$ cat src/rtl/core/ltlt_pkg.sv
package ltlt_pkg;

    localparam int OP_W     = 2;
    localparam int LIGHT_W  = 8;
    localparam int DELTA_W  = 16;
    localparam int STATUS_W = 2;
    localparam int LAT_W    = 22;
    localparam int CNT_W    = 20;
    localparam int AVG_W    = 30;
    localparam int FRAC_W   = 8;
    localparam int LEVEL_W  = 8;
    localparam int ADDR_W   = 4;
    localparam int DATA_W   = 32;

    localparam logic [OP_W-1:0] OP_START  = 2'd0;
    localparam logic [OP_W-1:0] OP_SAMPLE = 2'd1;
    localparam logic [OP_W-1:0] OP_CLEAR  = 2'd2;

    localparam logic [STATUS_W-1:0] ST_SUCCESS      = 2'd0;
    localparam logic [STATUS_W-1:0] ST_SYNC_TIMEOUT = 2'd1;
    localparam logic [STATUS_W-1:0] ST_TIME_TIMEOUT = 2'd2;
    localparam logic [STATUS_W-1:0] ST_ZERO_LATENCY = 2'd3;

    localparam logic [1:0] REG_MODE    = 2'd0;
    localparam logic [1:0] REG_DARK    = 2'd1;
    localparam logic [1:0] REG_BRIGHT  = 2'd2;
    localparam logic [1:0] REG_TIMEOUT = 2'd3;

    localparam logic [LEVEL_W-1:0] DARK_RESET    = 8'd64;
    localparam logic [LEVEL_W-1:0] BRIGHT_RESET  = 8'd192;
    localparam logic [LAT_W-1:0]   TIMEOUT_RESET = 22'd2000000;

    localparam logic [LAT_W-1:0] LAT_MAX = {LAT_W{1'b1}};
    localparam logic [CNT_W-1:0] CNT_MAX = {CNT_W{1'b1}};

    typedef struct packed {
        logic [CNT_W-1:0] cnt;
        logic [LAT_W-1:0] last;
        logic [AVG_W-1:0] avg;
        logic [LAT_W-1:0] min;
        logic [LAT_W-1:0] max;
    } stats_t;

    localparam stats_t STATS_RESET = '{
        cnt:  '0,
        last: '0,
        avg:  '0,
        min:  LAT_MAX,
        max:  '0
    };

endpackage

$ cat src/rtl/core/ltlt_req_if.sv
interface ltlt_req_if;
    logic                         valid;
    logic                         ready;
    logic [ltlt_pkg::OP_W-1:0]    op;
    logic [ltlt_pkg::LIGHT_W-1:0] light;
    logic [ltlt_pkg::DELTA_W-1:0] delta_us;

    modport source (output valid, output op, output light, output delta_us, input ready);
    modport sink (input valid, input op, input light, input delta_us, output ready);
endinterface

$ cat src/rtl/core/ltlt_rsp_if.sv
interface ltlt_rsp_if;
    logic                          valid;
    logic                          ready;
    logic [ltlt_pkg::STATUS_W-1:0] status;
    logic                          falling;
    logic [ltlt_pkg::LAT_W-1:0]    latency_us;
    logic [ltlt_pkg::CNT_W-1:0]    run_count;
    logic [ltlt_pkg::AVG_W-1:0]    avg_us_q8;
    logic [ltlt_pkg::LAT_W-1:0]    min_us;
    logic [ltlt_pkg::LAT_W-1:0]    max_us;

    modport source (output valid, output status, output falling, output latency_us,
                    output run_count, output avg_us_q8, output min_us, output max_us,
                    input ready);
    modport sink (input valid, input status, input falling, input latency_us,
                  input run_count, input avg_us_q8, input min_us, input max_us,
                  output ready);
endinterface

$ cat src/rtl/core/light_transition_latency_timer.sv
// Light transition latency timer.
// Requests arrive on req: op 0 arms a run, op 1 carries a light sample and the
// microseconds since the previous sample, op 2 clears both statistics sets.
// A finished run (success or failure) yields one response on rsp with the
// status, direction, latency and the statistics of that run's set.
// Thresholds, timeout and alternating mode are written through the APB port.
// A request that finishes no run leaves the block idle, ready for the next one.
// A failing or zero-latency run's last sample passes through accept, set read
// from the two-entry statistics memory, set select and response load. A
// successful run's last sample passes through accept, memory read, divider
// set-up, restoring division for the running average (one quotient bit per
// cycle), write back and response load.
// The response register parts both sides: a new request is taken while a
// response waits; when rsp stalls, the next response holds the block until
// the pending one is taken.
// Reset empties both statistics sets, clears the run state and the response
// valid flag, and loads the register defaults; no clearing pass is needed.
module light_transition_latency_timer (
    input  logic                          clk,
    input  logic                          rst_n,
    ltlt_req_if.sink                      req,
    ltlt_rsp_if.source                    rsp,
    input  logic                          psel,
    input  logic                          penable,
    input  logic                          pwrite,
    input  logic [ltlt_pkg::ADDR_W-1:0]   paddr,
    input  logic [ltlt_pkg::DATA_W-1:0]   pwdata,
    output logic [ltlt_pkg::DATA_W-1:0]   prdata,
    output logic                          pready
);

    localparam int DIV_STEPS = ltlt_pkg::AVG_W;
    localparam int DIV_CNT_W = $clog2(DIV_STEPS);
    localparam logic [DIV_CNT_W-1:0] DIV_LAST = DIV_CNT_W'(DIV_STEPS - 1);

    typedef enum logic [2:0] {
        S_IDLE,
        S_READ,
        S_CALC,
        S_DIV,
        S_WB,
        S_EMIT
    } state_t;

    typedef enum logic [1:0] {
        PH_IDLE,
        PH_SYNC,
        PH_TIME
    } phase_t;

    state_t                          state_reg;
    phase_t                          phase_reg;
    logic                            mode_reg;
    logic [ltlt_pkg::LEVEL_W-1:0]    dark_reg;
    logic [ltlt_pkg::LEVEL_W-1:0]    bright_reg;
    logic [ltlt_pkg::LAT_W-1:0]      timeout_reg;
    logic                            measure_falling_reg;
    logic                            next_falling_reg;
    logic [ltlt_pkg::LAT_W-1:0]      elapsed_reg;
    logic [ltlt_pkg::LAT_W-1:0]      lat_reg;
    logic [ltlt_pkg::STATUS_W-1:0]   status_reg;
    logic [1:0]                      valid_reg;
    ltlt_pkg::stats_t                work_reg;
    ltlt_pkg::stats_t                rd_data_reg;
    logic [ltlt_pkg::AVG_W-1:0]      quo_reg;
    logic [ltlt_pkg::CNT_W:0]        rem_reg;
    logic                            pos_reg;
    logic [DIV_CNT_W-1:0]            div_cnt_reg;

    logic                            out_valid_reg;
    logic [ltlt_pkg::STATUS_W-1:0]   out_status_reg;
    logic                            out_falling_reg;
    logic [ltlt_pkg::LAT_W-1:0]      out_lat_reg;
    ltlt_pkg::stats_t                out_stats_reg;

    ltlt_pkg::stats_t                mem [2];

    logic                            accept;
    logic                            cfg_write;
    logic [ltlt_pkg::LAT_W:0]        sum;
    logic [ltlt_pkg::LAT_W-1:0]      elapsed_next;
    logic                            is_dark;
    logic                            is_bright;
    logic                            timed_out;
    ltlt_pkg::stats_t                entry;
    logic [ltlt_pkg::CNT_W-1:0]      cnt_next;
    logic [ltlt_pkg::AVG_W-1:0]      target;
    logic                            target_ge;
    logic [ltlt_pkg::CNT_W:0]        rem_shift;
    logic                            quo_bit;
    logic [ltlt_pkg::AVG_W-1:0]      avg_next;
    logic                            mem_we;
    ltlt_pkg::stats_t                mem_wdata;

    assign accept    = req.valid && req.ready;
    assign req.ready = (state_reg == S_IDLE);
    assign cfg_write = psel && penable && pwrite && pready;
    assign pready    = 1'b1;

    always_comb
    begin
        case (paddr[3:2])
            ltlt_pkg::REG_MODE:    prdata = ltlt_pkg::DATA_W'(mode_reg);
            ltlt_pkg::REG_DARK:    prdata = ltlt_pkg::DATA_W'(dark_reg);
            ltlt_pkg::REG_BRIGHT:  prdata = ltlt_pkg::DATA_W'(bright_reg);
            ltlt_pkg::REG_TIMEOUT: prdata = ltlt_pkg::DATA_W'(timeout_reg);
            default:               prdata = '0;
        endcase
    end

    always_comb
    begin
        sum          = {1'b0, elapsed_reg} + (ltlt_pkg::LAT_W + 1)'(req.delta_us);
        elapsed_next = sum[ltlt_pkg::LAT_W] ? ltlt_pkg::LAT_MAX : sum[ltlt_pkg::LAT_W-1:0];
        is_dark      = (req.light <= dark_reg);
        is_bright    = (req.light >= bright_reg);
        timed_out    = (elapsed_next > timeout_reg);
    end

    always_comb
    begin
        entry     = valid_reg[measure_falling_reg] ? rd_data_reg : ltlt_pkg::STATS_RESET;
        cnt_next  = (entry.cnt != ltlt_pkg::CNT_MAX) ? entry.cnt + 1'b1 : entry.cnt;
        target    = {lat_reg, {ltlt_pkg::FRAC_W{1'b0}}};
        target_ge = (target >= entry.avg);
        rem_shift = {rem_reg[ltlt_pkg::CNT_W-1:0], quo_reg[ltlt_pkg::AVG_W-1]};
        quo_bit   = (rem_shift >= {1'b0, work_reg.cnt});
        avg_next  = pos_reg ? work_reg.avg + quo_reg : work_reg.avg - quo_reg;
        mem_we    = (state_reg == S_WB);
        mem_wdata = work_reg;
        mem_wdata.avg = avg_next;
    end

    always_ff @(posedge clk)
    begin
        if (mem_we)
        begin
            mem[measure_falling_reg] <= mem_wdata;
        end
        rd_data_reg <= mem[measure_falling_reg];
    end

    always_ff @(posedge clk or negedge rst_n)
    begin
        if (!rst_n)
        begin
            state_reg           <= S_IDLE;
            phase_reg           <= PH_IDLE;
            mode_reg            <= 1'b0;
            dark_reg            <= ltlt_pkg::DARK_RESET;
            bright_reg          <= ltlt_pkg::BRIGHT_RESET;
            timeout_reg         <= ltlt_pkg::TIMEOUT_RESET;
            measure_falling_reg <= 1'b0;
            next_falling_reg    <= 1'b0;
            elapsed_reg         <= '0;
            valid_reg           <= '0;
            div_cnt_reg         <= '0;
            out_valid_reg       <= 1'b0;
        end
        else
        begin
            if (cfg_write)
            begin
                case (paddr[3:2])
                    ltlt_pkg::REG_MODE:    mode_reg    <= pwdata[0];
                    ltlt_pkg::REG_DARK:    dark_reg    <= pwdata[ltlt_pkg::LEVEL_W-1:0];
                    ltlt_pkg::REG_BRIGHT:  bright_reg  <= pwdata[ltlt_pkg::LEVEL_W-1:0];
                    ltlt_pkg::REG_TIMEOUT: timeout_reg <= pwdata[ltlt_pkg::LAT_W-1:0];
                    default:               ;
                endcase
            end

            if (rsp.valid && rsp.ready && state_reg != S_EMIT)
            begin
                out_valid_reg <= 1'b0;
            end

            case (state_reg)
                S_IDLE:
                begin
                    if (accept)
                    begin
                        if (req.op == ltlt_pkg::OP_START)
                        begin
                            measure_falling_reg <= mode_reg && next_falling_reg;
                            phase_reg           <= PH_SYNC;
                            elapsed_reg         <= '0;
                        end
                        else if (req.op == ltlt_pkg::OP_CLEAR)
                        begin
                            valid_reg        <= '0;
                            next_falling_reg <= 1'b0;
                            phase_reg        <= PH_IDLE;
                            elapsed_reg      <= '0;
                        end
                        else if (req.op == ltlt_pkg::OP_SAMPLE && phase_reg == PH_SYNC)
                        begin
                            if (measure_falling_reg ? is_bright : is_dark)
                            begin
                                phase_reg   <= PH_TIME;
                                elapsed_reg <= '0;
                            end
                            else if (timed_out)
                            begin
                                phase_reg  <= PH_IDLE;
                                status_reg <= ltlt_pkg::ST_SYNC_TIMEOUT;
                                lat_reg    <= '0;
                                state_reg  <= S_READ;
                            end
                            else
                            begin
                                elapsed_reg <= elapsed_next;
                            end
                        end
                        else if (req.op == ltlt_pkg::OP_SAMPLE && phase_reg == PH_TIME)
                        begin
                            if (measure_falling_reg ? is_dark : is_bright)
                            begin
                                phase_reg <= PH_IDLE;
                                lat_reg   <= elapsed_next;
                                status_reg <= (elapsed_next == '0) ?
                                              ltlt_pkg::ST_ZERO_LATENCY : ltlt_pkg::ST_SUCCESS;
                                state_reg <= S_READ;
                            end
                            else if (timed_out)
                            begin
                                phase_reg  <= PH_IDLE;
                                status_reg <= ltlt_pkg::ST_TIME_TIMEOUT;
                                lat_reg    <= '0;
                                state_reg  <= S_READ;
                            end
                            else
                            begin
                                elapsed_reg <= elapsed_next;
                            end
                        end
                    end
                end

                S_READ:
                begin
                    state_reg <= S_CALC;
                end

                S_CALC:
                begin
                    if (status_reg == ltlt_pkg::ST_SUCCESS)
                    begin
                        work_reg.cnt  <= cnt_next;
                        work_reg.last <= lat_reg;
                        work_reg.avg  <= entry.avg;
                        work_reg.min  <= (lat_reg < entry.min) ? lat_reg : entry.min;
                        work_reg.max  <= (lat_reg > entry.max) ? lat_reg : entry.max;
                        pos_reg       <= target_ge;
                        quo_reg       <= target_ge ? target - entry.avg : entry.avg - target;
                        rem_reg       <= '0;
                        div_cnt_reg   <= '0;
                        state_reg     <= S_DIV;
                    end
                    else
                    begin
                        work_reg  <= entry;
                        state_reg <= S_EMIT;
                    end
                end

                S_DIV:
                begin
                    rem_reg     <= quo_bit ? rem_shift - {1'b0, work_reg.cnt} : rem_shift;
                    quo_reg     <= {quo_reg[ltlt_pkg::AVG_W-2:0], quo_bit};
                    div_cnt_reg <= div_cnt_reg + 1'b1;
                    if (div_cnt_reg == DIV_LAST)
                    begin
                        state_reg <= S_WB;
                    end
                end

                S_WB:
                begin
                    work_reg.avg                   <= avg_next;
                    valid_reg[measure_falling_reg] <= 1'b1;
                    if (mode_reg)
                    begin
                        next_falling_reg <= !measure_falling_reg;
                    end
                    state_reg <= S_EMIT;
                end

                S_EMIT:
                begin
                    if (!out_valid_reg || rsp.ready)
                    begin
                        out_valid_reg   <= 1'b1;
                        out_status_reg  <= status_reg;
                        out_falling_reg <= measure_falling_reg;
                        out_lat_reg     <= (status_reg == ltlt_pkg::ST_SUCCESS) ? lat_reg : '0;
                        out_stats_reg   <= work_reg;
                        state_reg       <= S_IDLE;
                    end
                    else if (rsp.valid && rsp.ready)
                    begin
                        out_valid_reg <= 1'b0;
                    end
                end

                default:
                begin
                    state_reg <= S_IDLE;
                end
            endcase
        end
    end

    assign rsp.valid      = out_valid_reg;
    assign rsp.status     = out_status_reg;
    assign rsp.falling    = out_falling_reg;
    assign rsp.latency_us = out_lat_reg;
    assign rsp.run_count  = out_stats_reg.cnt;
    assign rsp.avg_us_q8  = out_stats_reg.avg;
    assign rsp.min_us     = out_stats_reg.min;
    assign rsp.max_us     = out_stats_reg.max;

endmodule

$ cat src/flat_wrapper.sv
// flat-port wrapper written by rule: the top's interface ports become plain ports
module light_transition_latency_timer_flat 
  (clk, rst_n, psel, penable, pwrite, paddr, pwdata, prdata, pready, req_valid, req_op, req_light, req_delta_us, req_ready, rsp_valid, rsp_status, rsp_falling, rsp_latency_us, rsp_run_count, rsp_avg_us_q8, rsp_min_us, rsp_max_us, rsp_ready);
  ltlt_req_if req_i ();
  ltlt_rsp_if rsp_i ();
  input  logic clk;
  input  logic rst_n;
  input  logic psel;
  input  logic penable;
  input  logic pwrite;
  input  logic [ltlt_pkg::ADDR_W-1:0] paddr;
  input  logic [ltlt_pkg::DATA_W-1:0] pwdata;
  output logic [ltlt_pkg::DATA_W-1:0] prdata;
  output logic pready;
  input wire logic [$bits(req_i.valid)-1:0] req_valid;
  input wire logic [$bits(req_i.op)-1:0] req_op;
  input wire logic [$bits(req_i.light)-1:0] req_light;
  input wire logic [$bits(req_i.delta_us)-1:0] req_delta_us;
  output wire logic [$bits(req_i.ready)-1:0] req_ready;
  output wire logic [$bits(rsp_i.valid)-1:0] rsp_valid;
  output wire logic [$bits(rsp_i.status)-1:0] rsp_status;
  output wire logic [$bits(rsp_i.falling)-1:0] rsp_falling;
  output wire logic [$bits(rsp_i.latency_us)-1:0] rsp_latency_us;
  output wire logic [$bits(rsp_i.run_count)-1:0] rsp_run_count;
  output wire logic [$bits(rsp_i.avg_us_q8)-1:0] rsp_avg_us_q8;
  output wire logic [$bits(rsp_i.min_us)-1:0] rsp_min_us;
  output wire logic [$bits(rsp_i.max_us)-1:0] rsp_max_us;
  input wire logic [$bits(rsp_i.ready)-1:0] rsp_ready;
  assign req_i.valid = req_valid;
  assign req_i.op = req_op;
  assign req_i.light = req_light;
  assign req_i.delta_us = req_delta_us;
  assign req_ready = req_i.ready;
  assign rsp_valid = rsp_i.valid;
  assign rsp_status = rsp_i.status;
  assign rsp_falling = rsp_i.falling;
  assign rsp_latency_us = rsp_i.latency_us;
  assign rsp_run_count = rsp_i.run_count;
  assign rsp_avg_us_q8 = rsp_i.avg_us_q8;
  assign rsp_min_us = rsp_i.min_us;
  assign rsp_max_us = rsp_i.max_us;
  assign rsp_i.ready = rsp_ready;
  light_transition_latency_timer u_core (.clk(clk), .rst_n(rst_n), .req(req_i), .rsp(rsp_i), .psel(psel), .penable(penable), .pwrite(pwrite), .paddr(paddr), .pwdata(pwdata), .prdata(prdata), .pready(pready));
endmodule
$ cat config.mk
export PLATFORM = sky130hd
export DESIGN_NAME = light_transition_latency_timer_flat
export DESIGN_NICKNAME = d
export VERILOG_FILES = /design/src/rtl/core/ltlt_pkg.sv /design/src/rtl/core/ltlt_req_if.sv /design/src/rtl/core/ltlt_rsp_if.sv /design/src/rtl/core/light_transition_latency_timer.sv /design/src/flat_wrapper.sv
export SDC_FILE = /design/constraint.sdc
export NUM_CORES = 1
export LEC_CHECK = 0
export ABC_AREA = 0
export BUFFER_PORTS_ARGS = -buffer_cell sky130_fd_sc_hd__buf_2
export CAP_MARGIN = 10
export CORE_MARGIN = 2
export CORE_UTILIZATION = 55
export DETAILED_ROUTE_END_ITERATION = 10
export PLACE_DENSITY_LB_ADDON = 0.25
export SLEW_MARGIN = 30
export SYNTH_ARGS = -nofsm -noshare
export SYNTH_HDL_FRONTEND = slang
export SYNTH_SLANG_ARGS = --single-unit
$ cat constraint.sdc
create_clock -name clk -period 26.1 [get_ports clk]
set_input_delay 1.305 -clock clk [delete_from_list [all_inputs] [get_ports clk]]
set_output_delay 1.305 -clock clk [all_outputs]
set_load 0.1 [all_outputs]
==> results.txt <==
outcome = finished clean
Max FO, Critical Path = 39
hpwl dp = 57.05 mm
Ant. Diodes = 0
number of antenna violations at the first check in global routing = 1
max_slew headroom = 34.46%
via count of the routed design = 22300
Clock Latency Late Sink = 620 ps
max frequency = 144.0 MHz
NumNets Final = 3206
post-cts gate resize count = 0
number of DRC markers in iteration 0 = 1880
Core Rows = 88
max_cap viols = 0
Post-DRT Antenna Nets = 0
DR vias/cell = 5.931
Layout fillers = 4499
reg2reg setup slack = 19150 ps
Hold Vio Cnt, Final = 0
Hold Path Class = register to register
Leak = 0.01454 µW
Cell Area, Placed = 0.03391 mm²
Synth area leaders = edfxtp_1 (45%), ha_1 (7.5%), dfxtp_1 (5.9%), dfrtp_1 (5.1%), mux2_2 (4.1%)
Worst path slowest cell = dfrtp_4
CTS sink count = 646
met2 wire len = 40.13 mm
fraction of registers with async set/reset = 11.76%
share of cells above drive strength 1 = 16.93%
Critical Path, Cell by Cell = mux2_2 > buf_4 > nand2_1 > inv_1 > ha_1 > a211oi_1 > o21ai_0 > a211oi_1 > o211ai_2 > nor2_2 > inv_2 > o41ai_1 > xor2_1 > o21ai_0
worst setup margin = 19150 ps
slowest stage delay, CP = 890 ps
Netlist cell types = 87
CTS tree = yes
Root Buffer = clkbuf_16
Setup WS pre-CTS = 19240 ps
critical path type = register to register
Final GP Congestion = 0.9165
max reg flops = 188
IO Count = 223
Worst Tran Pin Value = 969.5 ps
routed wire length = 81.41 mm
CTS Buf Count = 69
Tcrit/Tclk final = 26.62%
WL/cell = 21.65 µm
Port Buffer Count = 199
critical path data arrival time = 7280 ps
synthesized flop and latch total = 646
met3 WL post-DR = 4.935 mm
Setup crit start kind = register
Setup TNS = 0 ps
Synth warnings = 0
highest metal used = met5
Die W = 245.6 µm
fin crit period = 6947 ps
Worst EP required = 26440 ps
Post-Syn Area = 0.03211 mm²
dominant cell type by area after synthesis = edfxtp_1
WL met1 = 33.68 mm
clock transition at the registers of the reported paths = 60 ps
area growth from synthesis to layout = 12.94%
buffers and inverters on the worst path = 3
Die H = 245.6 µm
Max IR drop VDD = 0.07841 mV
Die ar. = 0.06033 mm²
largest net degree at the start of global routing = 83
# DRC = 0
total track usage = 27.06%
H-tree level count = 3
cell area after layout = 0.03626 mm²
Pwr Total = 4362 µW
hold buffers post-CTS = 0
register area share after synthesis = 56.34%
Initial Utilization = 55.65%
Remaining Overflow, GRT = 0
Avg Cell Area, Syn = 11.71 µm²
Primary FF master, synth = edfxtp_1
max-slew violation count = 0
PwrDens = 120.3 mW/mm²
Setup crit end kind = register
first-pass GRT wire length = 125.5 mm
Post-synth EDFFs = 476
Initial DRT Pass Iterations = 6
Clock Path Buffers = 3
CP delay by family, top = compound AO/OA/AOI/OAI gates
setup repair bufs after CTS = 0
clk_skew = 28.79 ps
RSZ-0062 raised after global routing = false
final setup vio count = 0
CORE AREA = 0.05770 mm²
vias in the first global route = 22330
Post-Synthesis Cells = 2741
Synth top area share = 44.52%
-- kinds of logic after synthesis --
| group | Yosys count | share of synthesized area [%] |
|---|---|---|
| other cells | 2 | 0.02339 |
| mux | 195 | 6.601 |
| buf+inv | 262 | 3.336 |
| simple gates | 718 | 10.36 |
| flops | 646 | 56.34 |
| xor+xnor | 126 | 3.437 |
| compound gates | 595 | 12.14 |
| fa+ha+maj | 197 | 7.770 |
-- area by class of cell --
cell class                 count  area, µm²  area share (%)
clock inverter                36      431.7           1.190
tap                          765      957.2           2.639
sequential                   646      18090           49.89
timing repair buffer         228       1242           3.426
multi-input combinational   1842      13070           36.03
clock buffer                  90       1897           5.231
inverter                     153      574.3           1.584
-- stage by stage --
step / cells / util [%] / hold WS, ps
3_3_place_gp: 3633 / 58.74 / 449.5
4_1_cts: 3760 / 62.82 / 464.8
6_report: 3760 / 62.85 / 465.3
3_5_place_dp: 3634 / 58.78 / 456.1
2_1_floorplan: 2750 / - / 424.4
5_1_grt: 3760 / 62.85 / 472.1
-- report_power, final --
part           total, µW  switching [µW]  internal (µW)
registers           1560             136           1420
clock network       1010             412            597
logic               1790            1140            654
-- synth_stat cells (12+ instances only) --
cell	n
a211oi_1	25
a21o_1	73
a21oi_1	134
a22o_1	27
a31oi_1	16
and2_1	19
and3_1	20
buf_2	22
buf_4	14
clkbuf_1	64
dfrtp_1	66
dfxtp_1	94
edfxtp_1	476
ha_1	193
inv_1	152
mux2_2	117
mux2i_1	75
nand2_1	228
nand2b_1	24
nand3_1	52
nand4_1	26
nor2_1	212
nor2b_1	15
nor3_1	69
o211ai_1	13
o21a_1	25
o21ai_0	160
o21bai_1	15
o31ai_1	12
xnor2_1	71
xor2_1	55
-- layer usage --
metal / track usage, % / vias up
met5: 0 / -
met4: 10.50 / 2
met3: 4.169 / 143
met2: 46.05 / 755
met1: 34.84 / 10960
li1: - / 10450
-- final timing paths --
check | to | depth (start not counted) | from
setup reg to reg | u_core.quo_reg[27] | 14 | u_core.measure_falling_reg
min in group asynchronous | u_core.phase_reg[0] | 1 | rst_n
setup / recovery | u_core.quo_reg[27] | 14 | u_core.measure_falling_reg
hold reg to reg | u_core.rd_data_reg[4] | 1 | u_core.mem[1][4]
max in group asynchronous | u_core.elapsed_reg[10] | 2 | rst_n
hold / removal | u_core.rd_data_reg[4] | 1 | u_core.mem[1][4]
-- placed cells by master (no fill, tap or decap), drive strengths merged, types with 9 or more instances in the layout --
master | Yosys | layout
clkinv | 0 | 21
xor2 | 55 | 55
a211oi | 26 | 26
a2111oi | 9 | 9
nand4 | 26 | 26
a21o | 73 | 73
nor4 | 12 | 12
dfxtp | 94 | 94
a22o | 27 | 27
and3 | 20 | 20
o21bai | 15 | 15
o31ai | 12 | 12
a311oi | 9 | 9
mux2i | 76 | 76
a31oi | 16 | 16
mux2 | 118 | 118
and2 | 19 | 19
o21a | 25 | 25
nor2 | 213 | 213
xnor2 | 71 | 71
o211ai | 14 | 14
buf | 45 | 228
dfrtp | 66 | 66
conb | 2 | 11
nand2b | 24 | 24
ha | 193 | 193
edfxtp | 476 | 476
or3 | 10 | 10
a21oi | 136 | 136
o21ai | 162 | 162
nand3 | 52 | 52
nand2 | 228 | 228
nor2b | 15 | 15
dfstp | 10 | 10
inv | 153 | 158
nor3 | 69 | 69
clkbuf | 64 | 90
-- worst register-to-register path, delay by kind of cell, from the launching register on --
kind                     cells  cell delay, ps
flip-flops                   1             890
XOR/XNOR                     1             200
adder cells (fa/ha/maj)      1             400
buffers and inverters        3            1290
AO/OA/AOI/OAI                6            2060
multiplexers                 1             800
AND/OR/NAND/NOR              2            1050
Note: power is estimated with default switching activity, not from simulation.
